### src/rtl/prvt_pkg.sv
// ----------------------------------------------------------------------------
// prvt_pkg
// command and result codes, register map and control types of the version table
// ----------------------------------------------------------------------------
package prvt_pkg;

	localparam logic [2:0] CMD_READ    = 3'd0;
	localparam logic [2:0] CMD_WRITE   = 3'd1;
	localparam logic [2:0] CMD_ADVANCE = 3'd2;
	localparam logic [2:0] CMD_DUMP    = 3'd3;
	localparam logic [2:0] CMD_CLEAR   = 3'd4;

	localparam logic [2:0] KIND_READ    = 3'd0;
	localparam logic [2:0] KIND_ADVANCE = 3'd1;
	localparam logic [2:0] KIND_ACK     = 3'd2;
	localparam logic [2:0] KIND_ENTRY   = 3'd3;
	localparam logic [2:0] KIND_END     = 3'd4;

	// register index taken from paddr[2]
	localparam logic       REG_RANKS_IN_USE = 1'b0;
	localparam logic [5:0] RANKS_RESET      = 6'd32;

	// controller to datapath
	typedef struct packed {
		logic load;
		logic exec;
		logic dump_chk;
		logic dump_end;
	} ctl_t;

	// datapath to controller
	typedef struct packed {
		logic ptr_end;
	} sts_t;

endpackage

### src/rtl/per_rank_version_table_core.sv
// read, write, advance and clear: accepted into the exec state, result strobed from the result register
// busy holds off the next of these until the exec state, with the slot read data and write-back, ends
// dump: one memory read and one check per rank in use, then an end result
// results are strobed for one cycle on done; the receiver cannot stall
// async reset zeroes all slots through their valid bits, ranks_in_use resets to 32
// ----------------------------------------------------------------------------
// per_rank_version_table_core
// top level: apb register, sequencer and slot datapath
// ----------------------------------------------------------------------------
module per_rank_version_table_core #(
	parameter int NRANKS = 32
) (
	input  logic        clk,
	input  logic        arst_n,
	input  logic        psel,
	input  logic        penable,
	input  logic        pwrite,
	input  logic [2:0]  paddr,
	input  logic [31:0] pwdata,
	output logic [31:0] prdata,
	output logic        pready,
	input  logic        start,
	output logic        busy,
	input  logic [2:0]  command,
	input  logic [5:0]  rank,
	input  logic [63:0] value,
	output logic        done,
	output logic [2:0]  kind,
	output logic [4:0]  rank_out,
	output logic [63:0] value_out,
	output logic        advanced,
	output logic [5:0]  entry_count,
	output logic        last
);
	import prvt_pkg::*;

	logic [5:0] ranks_q;
	logic       sel_ranks;
	ctl_t       ctl;
	sts_t       sts;

	assign pready    = 1'b1;
	assign sel_ranks = paddr[2] == REG_RANKS_IN_USE;
	assign prdata    = sel_ranks ? {26'd0, ranks_q} : 32'd0;

	always_ff @(posedge clk or negedge arst_n) begin
		if (!arst_n) begin
			ranks_q <= RANKS_RESET;
		end else if (psel && penable && pwrite && pready && sel_ranks) begin
			ranks_q <= pwdata[5:0];
		end
	end

	prvt_ctrl u_ctrl (
		.clk     (clk),
		.arst_n  (arst_n),
		.start   (start),
		.command (command),
		.sts     (sts),
		.ctl     (ctl),
		.busy    (busy)
	);

	prvt_dp #(
		.NRANKS (NRANKS)
	) u_dp (
		.clk          (clk),
		.arst_n       (arst_n),
		.ctl          (ctl),
		.sts          (sts),
		.command      (command),
		.rank         (rank),
		.value        (value),
		.ranks_in_use (ranks_q),
		.done         (done),
		.kind         (kind),
		.rank_out     (rank_out),
		.value_out    (value_out),
		.advanced     (advanced),
		.entry_count  (entry_count),
		.last         (last)
	);

endmodule

### src/rtl/prvt_dp.sv
// ----------------------------------------------------------------------------
// prvt_dp
// slot memory with valid bits, command registers, compare and result registers
// ----------------------------------------------------------------------------
module prvt_dp #(
	parameter int NRANKS = 32
) (
	input  logic               clk,
	input  logic               arst_n,
	input  prvt_pkg::ctl_t     ctl,
	output prvt_pkg::sts_t     sts,
	input  logic [2:0]         command,
	input  logic [5:0]         rank,
	input  logic [63:0]        value,
	input  logic [5:0]         ranks_in_use,
	output logic               done,
	output logic [2:0]         kind,
	output logic [4:0]         rank_out,
	output logic [63:0]        value_out,
	output logic               advanced,
	output logic [5:0]         entry_count,
	output logic               last
);
	import prvt_pkg::*;

	localparam int         AW = (NRANKS > 1) ? $clog2(NRANKS) : 1;
	localparam logic [5:0] NR = 6'(NRANKS);

	logic [63:0]       slots_q [NRANKS];
	logic [NRANKS-1:0] vld_q;
	logic [63:0]       rd_q;
	logic              rdv_q;

	logic [2:0]        cmd_q;
	logic [AW-1:0]     idx_q;
	logic              ok_q;
	logic [63:0]       value_q;
	logic [5:0]        n_q;
	logic [5:0]        ptr_q;
	logic [5:0]        cnt_q;
	logic              done_q;

	logic [5:0]        n_eff;
	logic              ok_in;
	logic [AW-1:0]     rd_addr;
	logic [63:0]       slot;
	logic              hit;
	logic              gt;
	logic              wr_en;
	logic              emit;
	logic [2:0]        o_kind;
	logic [4:0]        o_rank;
	logic [63:0]       o_val;
	logic              o_adv;
	logic [5:0]        o_cnt;
	logic              o_last;

	// effective rank count saturates at the table depth
	assign n_eff = (ranks_in_use > NR) ? NR : ranks_in_use;
	assign ok_in = rank < n_eff;
	assign sts.ptr_end = ptr_q >= n_q;

	always_comb begin
		if (ctl.load) begin
			rd_addr = ok_in ? rank[AW-1:0] : '0;
		end else begin
			rd_addr = sts.ptr_end ? '0 : ptr_q[AW-1:0];
		end
	end

	// a slot never written since the last clear reads as zero
	assign slot  = rdv_q ? rd_q : 64'd0;
	assign hit   = slot != 64'd0;
	assign gt    = value_q > slot;
	assign wr_en = ctl.exec && ok_q &&
		((cmd_q == CMD_WRITE) || ((cmd_q == CMD_ADVANCE) && gt));

	always_ff @(posedge clk) begin
		rd_q  <= slots_q[rd_addr];
		rdv_q <= vld_q[rd_addr];
		if (wr_en) begin
			slots_q[idx_q] <= value_q;
		end
	end

	always_ff @(posedge clk or negedge arst_n) begin
		if (!arst_n) begin
			vld_q <= '0;
		end else if (ctl.exec && (cmd_q == CMD_CLEAR)) begin
			vld_q <= '0;
		end else if (wr_en) begin
			vld_q[idx_q] <= 1'b1;
		end
	end

	always_ff @(posedge clk) begin
		if (ctl.load) begin
			cmd_q   <= command;
			idx_q   <= rank[AW-1:0];
			ok_q    <= ok_in;
			value_q <= value;
			n_q     <= n_eff;
		end
	end

	always_ff @(posedge clk or negedge arst_n) begin
		if (!arst_n) begin
			ptr_q <= '0;
			cnt_q <= '0;
		end else if (ctl.load) begin
			ptr_q <= '0;
			if (command == CMD_DUMP) begin
				cnt_q <= '0;
			end
		end else if (ctl.dump_chk) begin
			ptr_q <= ptr_q + 6'd1;
			if (hit) begin
				cnt_q <= cnt_q + 6'd1;
			end
		end
	end

	always_comb begin
		emit   = 1'b0;
		o_kind = KIND_ACK;
		o_rank = '0;
		o_val  = '0;
		o_adv  = 1'b0;
		o_cnt  = '0;
		o_last = 1'b1;
		if (ctl.exec) begin
			emit = 1'b1;
			case (cmd_q)
				CMD_READ: begin
					o_kind = KIND_READ;
					o_val  = ok_q ? slot : 64'd0;
				end
				CMD_ADVANCE: begin
					o_kind = KIND_ADVANCE;
					o_adv  = ok_q && gt;
				end
				default: begin
					o_kind = KIND_ACK;
				end
			endcase
		end else if (ctl.dump_chk) begin
			emit   = hit;
			o_kind = KIND_ENTRY;
			o_rank = ptr_q[4:0];
			o_val  = slot;
			o_last = 1'b0;
		end else if (ctl.dump_end) begin
			emit   = 1'b1;
			o_kind = KIND_END;
			o_cnt  = cnt_q;
		end
	end

	always_ff @(posedge clk or negedge arst_n) begin
		if (!arst_n) begin
			done_q <= 1'b0;
		end else begin
			done_q <= emit;
		end
	end

	always_ff @(posedge clk) begin
		if (emit) begin
			kind        <= o_kind;
			rank_out    <= o_rank;
			value_out   <= o_val;
			advanced    <= o_adv;
			entry_count <= o_cnt;
			last        <= o_last;
		end
	end

	assign done = done_q;

endmodule

### src/rtl/prvt_ctrl.sv
// ----------------------------------------------------------------------------
// prvt_ctrl
// command sequencer: single access or dump walk over the ranks in use
// ----------------------------------------------------------------------------
module prvt_ctrl (
	input  logic           clk,
	input  logic           arst_n,
	input  logic           start,
	input  logic [2:0]     command,
	input  prvt_pkg::sts_t sts,
	output prvt_pkg::ctl_t ctl,
	output logic           busy
);
	import prvt_pkg::*;

	typedef enum logic [4:0] {
		S_IDLE = 5'b00001,
		S_EXEC = 5'b00010,
		S_DRD  = 5'b00100,
		S_DCHK = 5'b01000,
		S_DEND = 5'b10000
	} state_t;

	state_t state_q;
	state_t state_d;
	logic   accept;
	logic   known_cmd;

	assign busy      = state_q != S_IDLE;
	assign accept    = start && !busy;
	// unused command codes are taken and dropped
	assign known_cmd = command <= CMD_CLEAR;

	always_comb begin
		state_d = state_q;
		case (state_q)
			S_IDLE: begin
				if (accept && known_cmd) begin
					state_d = (command == CMD_DUMP) ? S_DRD : S_EXEC;
				end
			end
			S_EXEC: state_d = S_IDLE;
			S_DRD:  state_d = sts.ptr_end ? S_DEND : S_DCHK;
			S_DCHK: state_d = S_DRD;
			S_DEND: state_d = S_IDLE;
			default: state_d = S_IDLE;
		endcase
	end

	always_ff @(posedge clk or negedge arst_n) begin
		if (!arst_n) begin
			state_q <= S_IDLE;
		end else begin
			state_q <= state_d;
		end
	end

	assign ctl.load     = accept && known_cmd;
	assign ctl.exec     = state_q == S_EXEC;
	assign ctl.dump_chk = state_q == S_DCHK;
	assign ctl.dump_end = state_q == S_DEND;

endmodule

### config.mk
export PLATFORM = sky130hd
export DESIGN_NAME = per_rank_version_table_core
export DESIGN_NICKNAME = d
export VERILOG_FILES = /design/src/rtl/prvt_pkg.sv /design/src/rtl/per_rank_version_table_core.sv /design/src/rtl/prvt_dp.sv /design/src/rtl/prvt_ctrl.sv
export SDC_FILE = /design/constraint.sdc
export NUM_CORES = 2
export LEC_CHECK = 0
export BUFFER_PORTS_ARGS = -buffer_cell sky130_fd_sc_hd__buf_2
export CORE_MARGIN = 3
export CORE_UTILIZATION = 55
export DETAILED_ROUTE_END_ITERATION = 16
export GPL_TIMING_DRIVEN = 1
export PLACE_DENSITY = 0.72
export SLEW_MARGIN = 20
export SYNTH_ARGS = -nofsm -noshare
export SYNTH_HDL_FRONTEND = slang
export SYNTH_SLANG_ARGS = --single-unit
### constraint.sdc
create_clock -name clk -period 13.1 [get_ports clk]
set_input_delay 1.965 -clock clk [delete_from_list [all_inputs] [get_ports clk]]
set_output_delay 1.965 -clock clk [all_outputs]
set_load 0.005 [all_outputs]
==> qor.yml <==
status: "finished, final reports clean"
max_stage_delay_ps: 790
ff_latch_area_mm2: 0.0690
dieArea_mm2: 0.171
p_switching_w: 0.00376
async_flop_share: 0.0241
rr_startpoint: "u_dp.rdv_q"
worst_slew_pin_slew_ps: 1240
p_leak_nw: 35.4
p_per_area_mw_per_mm2: 155
cts.clk_slew.worst_paths_ps: 60
synth_ff_type: "edfxtp_1"
netlist_instances: 6666
postCtsSetupBuffers: 0
num_rows: 149
hold_start: "u_dp.vld_q[14]"
total_power_w: 0.0159
setup_viol: 0
use_met1: 0.432
grt_antenna_before_repair: 19
swShare: 0.236
nets: 7056
grt_usage: 0.313
cp_common_cell: "buf_4"
cts_buffers: 223
max_slew_margin: 0.166
hpwl_um: 146000
netlist.area_leader.share: 0.724
p_clk_frac: 0.403
crit_slowest_cell: "buf_4"
synth_edf_count: 2207
p_int_w: 0.0122
grt-busiest-layer: "met2"
grt_max_degree: 166
period_needed_ps: 6690
grt_pass1_wl_um: 386000
filler_cell_count: 12100
rsz0062_at_grt: "no"
ir_worst_vdd_uv: 155
required_ps: 13890
synth_area_mm2: 0.0915
core_mm2: 0.165
drive_gt1_frac: 0.111
area_growth_pct: 12.0
startpoint_type: "input pin"
ys_ff_latch: 2328
yosysSeqAreaShare: 0.754
portBuffers: 173
endpoint_kind: "flip-flop"
ant_nets: 0
start_util: 0.554
grt_pass1_vias: 56200
drt_pre_antenna_iters: 10
pwr-share-seq: 0.529
die_w_um: 414
synth_top_area_cell: "edfxtp_1"
cts-root-buf: "clkbuf_16"
wl_um: 271000
worstPathArrival_ps: 7480
avgRoutedWirePerCell_um: 29.2
setup.worst_path.class: "in2reg"
grt_overflow: 0
tritoncts: "yes"
met3_usage: 0.0763
cts_resized: 0
via_count: 59600
design_area_mm2: 0.102
syn_avg_cell_area_um2: 13.7
tns_ps: 0
hold_violations: 0
drt_iter0_markers: 10200
gp_congestion: 0.958
maxCapViolations: 0
avgViaCountPerCell: 6.44
drc: 0
combPwrFrac: 0.068
multi_input_area_mm2: 0.0208
clock_sinks: 2328
dpl_cell_area_mm2: 0.0950
yosys_warnings: 0
hold_class: "reg2reg"
max_freq_ghz: 0.150
htreeDepth: 4
fin_crit_sh: 0.511
cp-startpoint: "command[0]"
cts_hold_buffers: 0
synth.distinct_cells: 83
cts.path.max_buffers: 3
io_pins: 229
path_max_fanout: 143
slew_viol_final: 0
netlist_top_cells_area: "edfxtp_1, nand2_1, nand3_1, a21oi_1, mux2i_1"
clock_skew_ps: 70.2
worstSkewPairLatency_ps: 890
path_cells: "buf_2 -> o21ai_0 -> nand4_2 -> inv_6 -> a211oi_4 -> a22oi_4 -> buf_4 -> buf_4 -> buf_12 -> nand2_1 -> and3_1 -> a2111oi_0 -> nor4_1 -> nor3_1"
grt_util_met2: 0.465
dieHeight_um: 414
==> Yosys cell counts, types with 7 or more instances <==
library cell     n
a22oi_1          9
dfxtp_1         65
mux2_2           7
a211oi_1        20
and3_1         111
o2111ai_1       20
and2_1          61
nand4_1         35
o21ai_0         95
o22ai_1         47
ha_1            77
edfxtp_1      2207
a2111oi_0       20
dfrtp_1         54
nand3_1        522
nand2_1       1842
a32o_1          21
nor2_1          93
a21oi_1        294
nor4_1          22
buf_1           27
inv_1           18
a311oi_1        59
clkbuf_1       115
a221oi_1        36
o221ai_1        16
buf_2          202
a21o_1          23
mux2i_1        143
nor2b_1         16
o211ai_1        30
buf_4           69
nor3_1          29
a31oi_1        127
a2111o_1        12
a32oi_1         17
==> power groups by stage <==
| stage | combinational, W | sequential [W] | clock (W) |
|---|---|---|---|
| finish | 0.00109 | 0.00842 | 0.00641 |
| global route | 0.00117 | 0.00840 | 0.00676 |
| CTS | 0.00106 | 0.00840 | 0.00644 |
| detailed placement | 0.00105 | 0.00856 | 0 |
| global placement | 0.00103 | 0.00856 | 0 |
| floorplan | 0.000628 | 0.00850 | 0 |
==> area by class of cell <==
cell class | count | area share
Timing Repair Buffer | 366 | 0.0238
Tap cell | 2189 | 0.0267
Clock buffer | 315 | 0.0602
Clock inverter | 110 | 0.0117
Sequential cell | 2328 | 0.673
Inverter | 19 | 0.000745
Multi-Input combinational cell | 3927 | 0.203
Antenna cell | 11 | 0.000269
==> final timing paths <==
path                       slack, ps                   end  cells after the start
max                             6410         u_dp.rd_q[42]                     14
min                              480        u_dp.vld_q[14]                      2
max reg2reg                     6580  u_dp.slots_q[10][11]                     13
min reg2reg                      480        u_dp.vld_q[14]                      2
max in group asynchronous      11290        u_dp.vld_q[27]                      2
min in group asynchronous       1260            ranks_q[4]                      2
==> logic make-up after synthesis <==
kind of cell,share of synthesized area
other,0.0000821
xor gates and xnor gates,0.000766
buffers and inverters,0.0238
and+or+nand+nor,0.129
AOI/OAI and AO/OA,0.0651
adders and majority gates,0.0105
muxes,0.0165
DFF,0.754
==> registers in the layout, summed over array words and instances, names as in the netlist, 6 cells and up <==
register	cells
u_dp.n_q	6
u_dp.value_out	64
u_dp.value_q	64
u_dp.rd_q	64
u_dp.cnt_q	6
u_dp.ptr_q	6
u_dp.slots_q	2048
u_dp.entry_count	6
u_dp.vld_q	32
ranks_q	6
==> cells in the final DEF (no fill, tap or decap), types with 36 or more instances in the layout <==
cell type and instances:
buf_2 173, buf_4 184, clkinv_2 45, a31oi_1 127, nand3_1 522, dfrtp_1 54, o22ai_1 45, a311oi_1 59
clkbuf_16 224, mux2i_1 143, dfxtp_1 64, nand2_1 1840, clkbuf_1 69, ha_1 77, a221oi_1 36, edfxtp_1 2207
o21ai_0 95, a21oi_1 292, and2_1 59, nor2_1 63, and3_1 111
==> critical path, delay by kind of cell <==
family	cells	cell delay, ps
compound gates	4	1490
simple gates	5	930
buf+inv	5	2860
==> stage by stage <==
step,utilization,instances,hold WS (ps),setup WS (ps)
floorplan,-,6691,446,3690
global placement,0.575,8827,461,5680
detailed placement,0.575,8827,471,5580
CTS,0.620,9252,484,6510
global route,0.620,9254,507,6210
finish,0.620,9265,484,6410
==> metal layers <==
| layer | share of wire | wire length, um |
|---|---|---|
| met5 | 0.00099 | 268 |
| met4 | 0.058 | 15600 |
| met3 | 0.14 | 37600 |
| met2 | 0.44 | 120000 |
| met1 | 0.36 | 97400 |
Note: power is estimated with default switching activity, not from simulation.
